**config.mk**
```make
export PLATFORM = sky130hd
export DESIGN_NAME = sorted_list_insert_remove_top
export DESIGN_NICKNAME = d
export VERILOG_FILES = /design/src/sv/slir_pkg.sv /design/src/sv/sorted_list_insert_remove_top.sv /design/src/sv/slir_cell.sv
export SDC_FILE = /design/constraint.sdc
export NUM_CORES = 2
export LEC_CHECK = 0
export ABC_CLOCK_PERIOD_IN_PS = 5900
export BUFFER_PORTS_ARGS = -buffer_cell sky130_fd_sc_hd__buf_2
export CORE_MARGIN = 2
export CORE_UTILIZATION = 65
export DETAILED_ROUTE_END_ITERATION = 10
export PLACE_DENSITY_LB_ADDON = 0.2
export SLEW_MARGIN = 5
export SYNTH_ARGS = -nofsm -noshare
export SYNTH_HDL_FRONTEND = slang
export SYNTH_HIERARCHICAL = 1
export SYNTH_SLANG_ARGS = --single-unit
```
**constraint.sdc**
```tcl
create_clock -name clk -period 5.9 [get_ports clk]
set_input_delay 0.59 -clock clk [delete_from_list [all_inputs] [get_ports clk]]
set_output_delay 0.59 -clock clk [all_outputs]
set_load 0.005 [all_outputs]
```
**src/sv/slir_pkg.sv**
```systemverilog
// Shared types, codes and widths for the sorted insertion list.
package slir_pkg;

	localparam int CAPACITY_DEF = 16;

	localparam int VAL_W       = 32;
	localparam int IDX_W       = 4;
	localparam int CNT_OUT_W   = 5;
	localparam int FUNC_W      = 2;
	localparam int ST_W        = 2;
	localparam int S_TDATA_W   = 40;
	localparam int M_TDATA_W   = 40;
	localparam int S_TUSER_W   = FUNC_W;
	localparam int M_TUSER_W   = ST_W;
	localparam int S_PAD_W     = S_TDATA_W - VAL_W - IDX_W;
	localparam int M_PAD_W     = M_TDATA_W - VAL_W - CNT_OUT_W;
	localparam int RD_SPAN     = 1 << IDX_W;

	typedef enum logic [FUNC_W-1:0] {
		FUNC_INSERT = 2'd0,
		FUNC_READ   = 2'd1,
		FUNC_REMOVE = 2'd2
	} func_t;

	typedef enum logic [ST_W-1:0] {
		ST_OK    = 2'd0,
		ST_RANGE = 2'd1,
		ST_FULL  = 2'd2
	} status_t;

	typedef struct packed {
		logic ins;
		logic rmv;
	} cell_ctl_t;

endpackage

```
**src/sv/sorted_list_insert_remove_top.sv**
```systemverilog
// Top level of the sorted insertion list: request decode, cell row and result register.
//
//  channel  dir  tdata                          tuser
//  s_*      in   value[31:0] index[35:32]       func[1:0]
//  m_*      out  data[31:0] count[36:32]        status[1:0]
//
// One request per cycle while the output is not stalled: every cell compares against the
// new value at once and shifts with its neighbor on the same edge that accepts the request.
// The result lands in the output register in the cycle after the request beat.
// Reset clears the entry count and the output valid; entries are not cleared.
// A stalled result holds and blocks the next request only while it waits.
module sorted_list_insert_remove_top #(
	parameter int CAPACITY = slir_pkg::CAPACITY_DEF
) (
	input  logic                           clk,
	input  logic                           arst_n,
	input  logic                           s_tvalid,
	output logic                           s_tready,
	input  logic [slir_pkg::S_TDATA_W-1:0] s_tdata,  // value[31:0], index[35:32], zero pad
	input  logic [slir_pkg::S_TUSER_W-1:0] s_tuser,  // func[1:0]
	output logic                           m_tvalid,
	input  logic                           m_tready,
	output logic [slir_pkg::M_TDATA_W-1:0] m_tdata,  // data[31:0], count[36:32], zero pad
	output logic [slir_pkg::M_TUSER_W-1:0] m_tuser   // status[1:0]
);

	localparam int CNT_W = $clog2(CAPACITY + 1);
	localparam int CW    = (CNT_W > slir_pkg::IDX_W) ? CNT_W : slir_pkg::IDX_W;
	localparam int OW    = (CNT_W > slir_pkg::CNT_OUT_W) ? CNT_W : slir_pkg::CNT_OUT_W;
	localparam int RD_N  = (CAPACITY < slir_pkg::RD_SPAN) ? CAPACITY : slir_pkg::RD_SPAN;

	logic [CNT_W-1:0]              cnt_q;
	logic [CNT_W-1:0]              cnt_nxt;
	logic                          m_tvalid_q;
	logic [slir_pkg::VAL_W-1:0]    m_data_q;
	logic [CNT_W-1:0]              m_cnt_q;
	logic [slir_pkg::ST_W-1:0]     m_status_q;

	logic [slir_pkg::VAL_W-1:0]    s_value;
	logic [slir_pkg::IDX_W-1:0]    s_index;
	slir_pkg::func_t               s_func;
	logic                          acc;
	logic                          full;
	logic                          idx_ok;
	logic                          ins_go;
	logic                          rmv_go;
	logic [slir_pkg::VAL_W-1:0]    rd_data;
	logic [slir_pkg::VAL_W-1:0]    res_data;
	slir_pkg::status_t             res_status;
	logic [OW-1:0]                 cnt_out;
	slir_pkg::cell_ctl_t           ctl;

	logic [slir_pkg::VAL_W-1:0]    cell_data [CAPACITY];
	logic [CAPACITY-1:0]           cell_le;

	assign s_value  = s_tdata[slir_pkg::VAL_W-1:0];
	assign s_index  = s_tdata[slir_pkg::VAL_W +: slir_pkg::IDX_W];
	assign s_func   = slir_pkg::func_t'(s_tuser);
	assign s_tready = !m_tvalid_q || m_tready;
	assign acc      = s_tvalid && s_tready;
	assign full     = (cnt_q == CNT_W'(CAPACITY));
	assign idx_ok   = (CW'(s_index) < CW'(cnt_q));
	assign ins_go   = acc && (s_func == slir_pkg::FUNC_INSERT) && !full;
	assign rmv_go   = acc && (s_func == slir_pkg::FUNC_REMOVE) && idx_ok;
	assign ctl      = '{ins: ins_go, rmv: rmv_go};

	for (genvar i = 0; i < CAPACITY; i++) begin : g_cell
		logic                       l_le;
		logic [slir_pkg::VAL_W-1:0] l_data;
		logic [slir_pkg::VAL_W-1:0] r_data;

		if (i == 0) begin : g_head
			assign l_le   = 1'b1;
			assign l_data = s_value;
		end else begin : g_body
			assign l_le   = cell_le[i-1];
			assign l_data = cell_data[i-1];
		end

		if (i == CAPACITY - 1) begin : g_tail
			assign r_data = cell_data[i];
		end else begin : g_inner
			assign r_data = cell_data[i+1];
		end

		slir_cell u_cell (
			.clk        (clk),
			.ctl        (ctl),
			.new_value  (s_value),
			.occ        (CNT_W'(i) < cnt_q),
			.past_idx   (CW'(i) >= CW'(s_index)),
			.left_le    (l_le),
			.left_data  (l_data),
			.right_data (r_data),
			.le         (cell_le[i]),
			.data       (cell_data[i])
		);
	end

	always_comb begin
		rd_data = '0;
		for (int i = 0; i < RD_N; i++) begin
			if (s_index == slir_pkg::IDX_W'(i)) begin
				rd_data = cell_data[i];
			end
		end
	end

	always_comb begin
		cnt_nxt    = cnt_q;
		res_data   = '0;
		res_status = slir_pkg::ST_OK;
		unique case (s_func) inside
			slir_pkg::FUNC_INSERT: begin
				if (full) begin
					res_status = slir_pkg::ST_FULL;
				end else begin
					cnt_nxt = cnt_q + CNT_W'(1);
				end
			end
			slir_pkg::FUNC_READ, slir_pkg::FUNC_REMOVE: begin
				if (!idx_ok) begin
					res_status = slir_pkg::ST_RANGE;
				end else begin
					res_data = rd_data;
					if (s_func == slir_pkg::FUNC_REMOVE) begin
						cnt_nxt = cnt_q - CNT_W'(1);
					end
				end
			end
			default: begin
				res_status = slir_pkg::ST_RANGE;
			end
		endcase
	end

	always_ff @(posedge clk or negedge arst_n) begin
		if (!arst_n) begin
			cnt_q      <= '0;
			m_tvalid_q <= 1'b0;
		end else begin
			if (acc) begin
				cnt_q <= cnt_nxt;
			end
			if (s_tready) begin
				m_tvalid_q <= s_tvalid;
			end
		end
	end

	always_ff @(posedge clk) begin
		if (acc) begin
			m_data_q   <= res_data;
			m_cnt_q    <= cnt_nxt;
			m_status_q <= res_status;
		end
	end

	assign cnt_out  = OW'(m_cnt_q);
	assign m_tvalid = m_tvalid_q;
	assign m_tdata  = {{slir_pkg::M_PAD_W{1'b0}}, cnt_out[slir_pkg::CNT_OUT_W-1:0], m_data_q};
	assign m_tuser  = m_status_q;

	a_cnt_bound: assert property (@(posedge clk) disable iff (!arst_n)
		cnt_q <= CNT_W'(CAPACITY))
		else $error("entry count past capacity");

	a_full_drop: assert property (@(posedge clk) disable iff (!arst_n)
		acc && (s_func == slir_pkg::FUNC_INSERT) && full
		|=> m_tvalid && (m_status_q == slir_pkg::ST_FULL) && (cnt_q == $past(cnt_q)))
		else $error("insert into full list not dropped");

	a_ins_cnt: assert property (@(posedge clk) disable iff (!arst_n)
		ins_go |=> cnt_q == $past(cnt_q) + CNT_W'(1))
		else $error("insert did not grow the list");

	a_rmv_cnt: assert property (@(posedge clk) disable iff (!arst_n)
		rmv_go |=> cnt_q == $past(cnt_q) - CNT_W'(1))
		else $error("remove did not shrink the list");

	a_sorted: assert property (@(posedge clk) disable iff (!arst_n)
		cnt_q >= CNT_W'(2) |-> $signed(cell_data[0]) <= $signed(cell_data[1]))
		else $error("head entries out of order");

endmodule

```
**src/sv/slir_cell.sv**
```systemverilog
// One list cell: holds one entry, compares it with the new value, shifts with its neighbors.
module slir_cell (
	input  logic                      clk,
	input  slir_pkg::cell_ctl_t       ctl,
	input  logic [slir_pkg::VAL_W-1:0] new_value,
	input  logic                      occ,
	input  logic                      past_idx,
	input  logic                      left_le,
	input  logic [slir_pkg::VAL_W-1:0] left_data,
	input  logic [slir_pkg::VAL_W-1:0] right_data,
	output logic                      le,
	output logic [slir_pkg::VAL_W-1:0] data
);

	logic [slir_pkg::VAL_W-1:0] data_q;

	assign le   = occ && ($signed(data_q) <= $signed(new_value));
	assign data = data_q;

	always_ff @(posedge clk) begin
		if (ctl.ins && !le) begin
			data_q <= left_le ? new_value : left_data;
		end else if (ctl.rmv && past_idx) begin
			data_q <= right_data;
		end
	end

endmodule

```
==> impl_metrics.tcl <==
set metrics [dict create \
    status "complete, no violations" \
    cpMostUsedCell "buf_4" \
    nets 5169 \
    crit_path_start_kind "flip-flop" \
    max_freq_ghz 0.209 \
    cts.htree.levels 3 \
    p_int_mw 9.41 \
    layout-drive-gt1-share_pct 30.6 \
    grt_pass1_wl_um 214000 \
    fin_ws_ps 1120 \
    p_per_area_nw_per_um2 256 \
    vdd_ir_drop_max_uv 229 \
    min_path_type "input pin to flip-flop" \
    cts_buffers 70 \
    core_area_um2 77300 \
    min_period_ps 4780 \
    cts.clk_slew.worst_paths_ps 60 \
    vias 37600 \
    routed.top_layer "met4" \
    fin_skew_ps 22.4 \
    cts_buffer_depth 3 \
    cts_resized 0 \
    grt-ovfl-total 0 \
    io_buffers 82 \
    p_leak_nw 23.2 \
    tns_ps 0 \
    dp.cells 5569 \
    slew_headroom_pct 15.0 \
    finalHoldViolations 0 \
    power.share.combinational_pct 32.1 \
    drv_slew 0 \
    layout.cells.non_filler 5699 \
    syn_area_per_cell_um2 11.1 \
    io_pins 90 \
    totalWireLength_um 141000 \
    placed_cell_area_um2 52200 \
    drc 0 \
    critPathRequiredTime_ps 6170 \
    rows 102 \
    grt_use_total_pct 34.0 \
    switching_share_pct 32.4 \
    crit_type "flip-flop to flip-flop" \
    p_seq_share_pct 37.7 \
    worst_slew_pin_slew_ps 1260 \
    post-place-ws_ps 1100 \
    clk_latency_ps 630 \
    synthCells 4569 \
    regArea_um2 16700 \
    met3_length_um 10200 \
    cp_max_fo 32 \
    p_clk_share_pct 30.2 \
    crit_chain "inv_1 > ha_1 > or3b_1 > or2_1 > nand2_1 > nor2_2 > buf_4 > o311a_1 > o21ai_0 > o311ai_4 > buf_4 > a21o_1 > buf_4" \
    initial_core_util_pct 65.5 \
    fill_cells 5675 \
    yosysWarnings 6 \
    dpl.hpwl_um 108000 \
    cts_sinks 557 \
    tritoncts "done" \
    finalCritPeriodShare_pct 80.9 \
    ant_nets 0 \
    area_delta_synth_final_pct 7.40 \
    routabilityCongestion 0.954 \
    power.total_mw 13.9 \
    slowest_stage "dfrtp_1" \
    dr_wl_met2_um 65500 \
    rsz0062_at_grt "no" \
    syn_area_um2 50700 \
    slowest_delay_ps 730 \
    antenna_found_initial 3 \
    setup_violations 0 \
    firstDrtPassIters 5 \
    switchingPower_mw 4.51 \
    die_w_um 283 \
    wl_per_cell_um 24.7 \
    die_area_um2 80200 \
    grt_max_degree 67 \
    maxCapViolations 0 \
    arrival_ps 5040 \
    ctsRootBufferMaster "clkbuf_16" \
    grt_pass1_vias 36500 \
    crit_path_end_kind "flip-flop" \
    cts_setup_buffers 0 \
    multi_input_area_um2 30900 \
    drt_iter0_drc 3786 \
    drt-met1-wl_um 59600 \
    viasPerCell 6.60 \
    final_area_um2 54400 \
    die_h_um 283 \
]
-- cell type report --
| cell class | count | share of cell area, % |
|---|---|---|
| Timing Repair Buffer | 174 | 2.14 |
| Tap cell | 1040 | 2.39 |
| Antenna cell | 2 | 0.00920 |
| Clock inverter | 33 | 0.356 |
| Sequential cell | 557 | 30.7 |
| Inverter | 578 | 3.99 |
| Clock buffer | 94 | 3.65 |
| Multi-Input combinational cell | 3221 | 56.8 |
-- per-stage QoR --
stage / hold WS [ps] / utilization (%)
global placement: 429 / 67.5
CTS: 166 / 70.3
global route: 215 / 70.4
finish: 193 / 70.4
floorplan: 294 / -
detailed placement: 435 / 67.5
-- sequential cells by signal, summed over array words and instances, names as in the netlist --
signal and cells:
m_tvalid 1, m_tuser 2, cnt_q 5, cnt_out 5, g_cell.u_cell/data 512, m_data_q 32
-- repair_timing --
item,4_1_cts,5_1_grt
hold endpoints to repair,6,0
hold buffers,1,0
setup endpoints to repair,0,0
-- path summary, 6_finish.rpt --
kind	start	endpoint	slack (ps)	cells past startpoint
min reg2reg	m_tvalid$_DFFE_PN0N_	m_tvalid$_DFFE_PN0N_	580	2
max	cnt_q[0]$_DFFE_PN0P_	g_cell[7].u_cell/data[10]$_DFFE_PP_	1120	13
min	s_tvalid	m_tvalid$_DFFE_PN0N_	190	3
max in group asynchronous	arst_n	cnt_q[2]$_DFFE_PN0P_	5400	2
min in group asynchronous	arst_n	cnt_q[0]$_DFFE_PN0P_	330	2
max reg2reg	cnt_q[0]$_DFFE_PN0P_	g_cell[7].u_cell/data[10]$_DFFE_PP_	1120	13
-- placed cells by master (no fill, tap or decap), types with 16 or more instances in the layout --
master	instances
mux2_2	561
ha_1	521
a2bb2oi_1	29
nor3_1	77
nand4_1	113
nor2_1	103
nand2_1	231
edfxtp_1	551
o211ai_1	35
o21ai_0	128
a221oi_1	18
a2bb2oi_2	16
a2111o_1	16
mux2_4	465
nand4_2	16
buf_4	88
or3_1	16
a21oi_1	329
o22ai_1	35
o311ai_4	16
buf_2	80
a21o_1	18
nand3_1	52
inv_1	575
nor2b_1	19
mux2i_1	127
or4_4	16
a2111oi_0	29
nand3b_1	30
o311a_1	17
o21a_1	35
o221a_2	19
o2111ai_1	29
clkbuf_16	74
-- per-layer routing --
layer	GRT usage [%]	vias to the layer above
met1	46.3	18700
met4	12.6	0
met2	55.6	1439
met5	0	-
li1	-	17200
met3	4.31	233
-- power groups by stage --
stage          registers [mW]  logic, mW  clock network [mW]
6_report                 5.25       4.47                4.20
5_1_grt                  5.29       4.76                4.39
4_1_cts                  5.24       4.39                4.25
3_5_place_dp             5.32       4.36                   0
3_3_place_gp             5.30       4.22                   0
2_1_floorplan            5.14       3.31                   0
-- critical path, delay by kind of cell, from the launching register on --
kind / cells / cell delay [ps]
adder cells (fa/ha/maj): 1 / 250
AND/OR/NAND/NOR: 4 / 1070
buffers and inverters: 4 / 1420
flip-flops: 1 / 730
AO/OA/AOI/OAI: 4 / 880
(Power assumes the default switching activity.)
